$ cat config.mk
export PLATFORM = sky130hd
export DESIGN_NAME = opmac_cell
export DESIGN_NICKNAME = d
export VERILOG_FILES = /design/src/hw/rtl/outer_product_mac_4x4_assert.svh /design/src/hw/rtl/opmac_pkg.sv /design/src/hw/rtl/opmac_cell.sv
export SDC_FILE = /design/constraint.sdc
export NUM_CORES = 2
export LEC_CHECK = 0
export CAP_MARGIN = 40
export CORE_UTILIZATION = 50
export CTS_BUF_LIST = sky130_fd_sc_hd__clkbuf_16
export DETAILED_ROUTE_END_ITERATION = 10
export DONT_BUFFER_PORTS = 1
export GPL_ROUTABILITY_DRIVEN = 0
export HOLD_SLACK_MARGIN = 0.15
export PLACE_DENSITY_LB_ADDON = 0.25
export SETUP_SLACK_MARGIN = 0.4
export SYNTH_ARGS = -nofsm -noshare
export SYNTH_HDL_FRONTEND = slang
export SYNTH_SLANG_ARGS = --single-unit
$ cat constraint.sdc
create_clock -name clk -period 15.79 [get_ports clk]
set_input_delay 1.579 -clock clk [delete_from_list [all_inputs] [get_ports clk]]
set_output_delay 1.579 -clock clk [all_outputs]
set_load 0.01 [all_outputs]
$ cat src/hw/rtl/outer_product_mac_4x4_assert.svh
// ----------------------------------------------------------------------------
// Assertion macros for the outer-product tile accumulator.
// Each macro expands to one labeled concurrent assertion on clk, disabled in reset.
// ----------------------------------------------------------------------------
`ifndef OUTER_PRODUCT_MAC_4X4_ASSERT_SVH
`define OUTER_PRODUCT_MAC_4X4_ASSERT_SVH

// Same-cycle implication.
`define OPMAC_ASSERT_NOW(lbl, ante, cons, msg) \
  lbl: assert property (@(posedge clk) disable iff (rst) (ante) |-> (cons)) \
    else $error(msg);

// Next-cycle implication.
`define OPMAC_ASSERT_NEXT(lbl, ante, cons, msg) \
  lbl: assert property (@(posedge clk) disable iff (rst) (ante) |=> (cons)) \
    else $error(msg);

`endif

$ cat src/hw/rtl/opmac_pkg.sv
// ----------------------------------------------------------------------------
// opmac_pkg
// Shared defaults and the control word that travels along the cell chain.
// ----------------------------------------------------------------------------
`default_nettype none

package opmac_pkg;

  localparam int TILE_DEF       = 4;
  localparam int DATA_WIDTH_DEF = 16;
  localparam int ACC_WIDTH_DEF  = 48;

  // Control that rides with each step from one cell to the next.
  typedef struct packed {
    logic valid;
    logic last;
  } ctl_t;

endpackage

`default_nettype wire

$ cat src/hw/rtl/opmac_cell.sv
// ----------------------------------------------------------------------------
// opmac_cell
// One tile row: registered products, saturating accumulators, forward of the step.
// ----------------------------------------------------------------------------
`default_nettype none

module opmac_cell #(
  parameter int TILE       = opmac_pkg::TILE_DEF,
  parameter int DATA_WIDTH = opmac_pkg::DATA_WIDTH_DEF,
  parameter int ACC_WIDTH  = opmac_pkg::ACC_WIDTH_DEF,
  parameter int ROW        = 0
) (
  input  logic                                 clk,
  input  logic                                 rst,
  input  logic                                 stall,
  input  opmac_pkg::ctl_t                      in_ctl,
  input  logic [TILE-1:0][DATA_WIDTH-1:0]      in_a,
  input  logic [TILE-1:0][DATA_WIDTH-1:0]      in_b,
  output opmac_pkg::ctl_t                      out_ctl,
  output logic [TILE-1:0][DATA_WIDTH-1:0]      out_a,
  output logic [TILE-1:0][DATA_WIDTH-1:0]      out_b,
  output logic                                 fin,
  output logic [TILE-1:0][ACC_WIDTH-1:0]       fin_sums
);

  localparam int PW = 2 * DATA_WIDTH;
  localparam int SW = ((ACC_WIDTH > PW) ? ACC_WIDTH : PW) + 1;
  localparam logic signed [SW-1:0] SMAX = SW'({1'b0, {(ACC_WIDTH-1){1'b1}}});
  localparam logic signed [SW-1:0] SMIN = ~SMAX;

  opmac_pkg::ctl_t                      ctl;
  logic [TILE-1:0][DATA_WIDTH-1:0]      a_q;
  logic [TILE-1:0][DATA_WIDTH-1:0]      b_q;
  logic signed [PW-1:0]                 prod [TILE];
  logic signed [ACC_WIDTH-1:0]          acc  [TILE];
  logic [TILE-1:0][ACC_WIDTH-1:0]       acc_next;

  // Exact sum in a wide word, then clamp to the accumulator range.
  always_comb begin
    logic signed [SW-1:0] s;
    for (int c = 0; c < TILE; c++) begin
      s = SW'(acc[c]) + SW'(prod[c]);
      if (s > SMAX) begin
        s = SMAX;
      end else if (s < SMIN) begin
        s = SMIN;
      end
      acc_next[c] = s[ACC_WIDTH-1:0];
    end
  end

  always_ff @(posedge clk) begin
    if (rst) begin
      ctl <= '0;
      for (int c = 0; c < TILE; c++) begin
        acc[c] <= '0;
      end
    end else if (!stall) begin
      ctl <= in_ctl;
      if (ctl.valid) begin
        for (int c = 0; c < TILE; c++) begin
          acc[c] <= ctl.last ? '0 : $signed(acc_next[c]);
        end
      end
    end
  end

  always_ff @(posedge clk) begin
    if (!stall) begin
      a_q <= in_a;
      b_q <= in_b;
      for (int c = 0; c < TILE; c++) begin
        prod[c] <= $signed(in_a[ROW]) * $signed(in_b[c]);
      end
    end
  end

  assign out_ctl  = ctl;
  assign out_a    = a_q;
  assign out_b    = b_q;
  assign fin      = ctl.valid && ctl.last;
  assign fin_sums = acc_next;

endmodule

`default_nettype wire
# --- Word level (Yosys, flattened, before mapping) ---
# Memory sizes are Yosys's and may differ from the RTL's.
# Cells that the tools add are included.
totals:
  regBits: 130
  in_bits: 133
  mem_count: 2
  output_inout_bits: 323
  ramBits: 320
classes:
  n_lt_le_gt_ge: 8
  n_mux: 23
  n_bitwise: 4
  reduce_logical: 1
  mul: 4
  add_sub_neg: 4
mem_list:
  columns: ["name", "words", "word_bits", "rd", "rd_clocked_by_memory_dff", "wr", "line", "rtl"]
  rows:
  - ["acc", 4, 48, 4, 0, 4, "opmac_cell.sv:35", "logic signed [ACC_WIDTH-1:0] acc [TILE];"]
  - ["prod", 4, 32, 4, 0, 4, "opmac_cell.sv:34", "logic signed [PW-1:0] prod [TILE];"]
op_table:
  columns: ["operator", "count"]
  rows:
  - ["$mux W48", 16]
  - ["$add A48 B32 Y49", 4]
  - ["$gt A49 B48 Y1 const B", 4]
  - ["$lt A49 B48 Y1 const B", 4]
  - ["$mul A16 B16 Y32", 4]
  - ["$mux W1", 7]
  - ["$or A1 B1 Y1", 4]
  - ["$logic_and A1 B1 Y1", 1]

# --- Logic depth before layout (Yosys ltp) ---
logic_depth:
  ltp_word: 6
  depth_mapped: 26
  ltp_nobuf: 23

# --- Worst setup path before layout ---
# No wires, ideal clock.
synth_timing:
  path_kind: "in2reg"
  from: "input port stall"
  to: "memory acc[0][0] (netlist bit) (enable)"
  path_slack_ps: 3602
  path_stages: 3
  arrival_ps: 11601
  required_time_ps: 15203
  path_cell_list: "inv_1 > nand2_1 > nand2b_1"
synth_rtl:
  columns: ["element", "line", "rtl"]
  rows:
  - ["from (decl)", "opmac_cell.sv:15", "input logic stall,"]
  - ["to (decl)", "opmac_cell.sv:35", null]

==> flow_metrics.tcl <==
set metrics [dict create \
    synthFlopType "edfxtp_1" \
    maxSlewViolCount 0 \
    fillers 11900 \
    avgSynthCellArea_um2 9.67 \
    hpwl_mm 122 \
    core_area_um2 132000 \
    max_freq_mhz 140 \
    drt_pass1_iterations 5 \
    worst-endpoint-required_ns 16.19 \
    synth_edf_count 448 \
    cpLargestDelayFamily "adder cells" \
    area_growth_pct 4.79 \
    arrival_ns 7.56 \
    grt_usage_pct 24.0 \
    vias 46800 \
    wl_per_cell_um 18.9 \
    yosys_warnings 0 \
    ys_seq_area_share_pct 20.3 \
    ys_seq_elements 450 \
    dieArea_um2 135000 \
    cts_buffers 55 \
    nNetsFinal 8355 \
    ant_nets 0 \
    slowest_stage "fa_1" \
    io_buffers 0 \
    fin_tns_setup_ns 0 \
    grt_util_met2_pct 39.9 \
    antenna_found_initial 2 \
    grt-busiest-layer "met2" \
    drive_above_1_share_pct 2.64 \
    finalSetupViolCount 0 \
    min_period_ns 7.16 \
    fin_worst_skew_ns 0.0240 \
    dp.cells 8348 \
    fp.dieH_um 367 \
    rsz0062_at_grt "no" \
    status "completed" \
    maxSlewHeadroom_pct 42.8 \
    htree_num_levels 2 \
    cts_resized 0 \
    yosysUniqueCellTypes 101 \
    hold_viol_final 0 \
    clock_path_buffers 3 \
    finalInstanceArea_um2 69700 \
    overflow 0 \
    critPathMaxStageDelay_ns 0.89 \
    grt_max_degree 141 \
    grt_pass1_wl_mm 262 \
    viasPerCell 5.54 \
    crit_top_cell "fa_1" \
    tightestPinTransition_ns 0.858 \
    drc_errors 0 \
    clock-sinks 450 \
    cts_tree "done" \
    grtUsageMet3_pct 3.77 \
    path_class "in -> reg" \
    critPathLaunchType "input port" \
    grt_pass1_vias 49100 \
    final_common_cell "inv_1" \
    crit_chain "nand2_1, inv_1, fa_1, fa_1, fa_1, fa_1, fa_1, inv_1, fa_1, inv_1, ha_1, and3_1, nand4_1, inv_1, a2111oi_0, o21ai_0, a31oi_1, o21ai_0, a21o_1, a21oi_1, xnor2_1" \
    drv_cap 0 \
    met1_usage_pct 33.1 \
    cts_root_buf "clkbuf_16" \
    netlist_instances 6880 \
    fin_cells 8454 \
    post-route-period-util_pct 45.4 \
    clk_pin_slew_ns 0.06 \
    cts_setup_buffers 0 \
    placed_cell_area_um2 67700 \
    start_util_pct 50.5 \
    hp-class "reg -> reg" \
    mostFrequentLayoutCells "1204 x inv_1, 1052 x fa_1, 697 x nand2_1, 647 x and2_1, 520 x ha_1" \
    routed_wl_mm 159 \
    holdBufCountCts 0 \
    crit_fanout 65 \
    syn_area_um2 66500 \
    die_w_um 367 \
    num_rows 133 \
    pin_count 456 \
    worstSkewPairLatency_ns 0.66 \
    critPathCaptureType "flip-flop" \
    drtIter0Drc 2899 \
    synth_async_sr_flop_share_pct 0 \
    syn-num-nets 8585 \
    cp.buffers_inverters 4 \
]
-- final timing paths --
path	endpoint	slack (ns)	from	cells past startpoint
worst min register to register	out_ctl[1]	0.60	out_ctl[1]	2
worst min-delay path	out_ctl[1]	0.60	out_ctl[1]	2
worst max-delay path	prod[2][31]	8.63	in_a[15]	21
worst max register to register	acc[1][15]	10.77	acc[1][0]	13
-- final cells by class --
type | instances | area (µm²) | area share [%]
Antenna cell | 4 | 10.0 | 0.0144
Clock buffer | 55 | 1380 | 1.97
Clock inverter | 47 | 597 | 0.856
Inverter | 1201 | 4520 | 6.48
Multi-Input combinational cell | 4922 | 47300 | 67.8
Sequential cell | 450 | 13500 | 19.4
Tap cell | 1755 | 2200 | 3.15
Timing Repair Buffer | 20 | 248 | 0.355
-- logic make-up (layout without fill, tap and decap cells) --
kind of cell | after synthesis | count (layout) | synth area share [%]
compound gates | 1137 | 1137 | 11.1
mux | 8 | 8 | 0.124
buf+inv | 1508 | 1323 | 8.68
simple gates | 1891 | 1891 | 14.2
other cells | 0 | 4 | 0
flops | 450 | 450 | 20.3
xor+xnor | 305 | 305 | 4.01
fa+ha+maj | 1581 | 1581 | 41.6
-- worst min-delay path, delay by kind of cell (launching register included) --
| kind | cells | cell delay (ns) |
|---|---|---|
| DFF | 1 | 0.36 |
| and+or+nand+nor | 1 | 0.05 |
| muxes | 1 | 0.15 |
-- synth_stat cells (all sizes together), types with 24 or more instances --
master  instances  share of area [%]
inv          1201                6.8
fa           1052                 32
nand2         700                4.0
and2          648                6.1
ha            520                9.8
edfxtp        448                 20
a21oi         355                2.7
clkbuf        259                1.5
nor2          229                1.3
xnor2         214                2.8
o21ai         208                1.6
a21o          181                2.0
xor2           91                1.2
o21a           69               0.78
nand3          64               0.48
o21bai         55               0.62
buf            48               0.44
nor3           45               0.36
a31oi          44               0.48
a211oi         43               0.50
nand2b         42               0.39
nand4          39               0.37
o211ai         38               0.44
and3           33               0.31
nor2b          24               0.23
-- flip-flops by register name (all words and copies together) (netlist names) --
name     flops
acc        192
prod       128
out_a       64
out_b       64
out_ctl      2
-- per-layer routing --
metal	vias up	wire (µm)
met1	23800	71100
met5	-	0
met2	1179	75800
li1	21700	-
met3	193	9340
met4	0	3230
-- per-stage QoR --
stage	util, %	hold slack [ns]	worst slack (ns)
3_3_place_gp	51.3	0.582	8.04
6_report	52.9	0.602	8.63
5_1_grt	52.9	0.648	8.34
2_1_floorplan	-	0.554	3.60
3_5_place_dp	51.4	0.596	7.98
4_1_cts	52.9	0.604	8.70
Power is not shown: default switching activity piles up to over one toggle a cycle in this logic, so the estimate is an artifact.
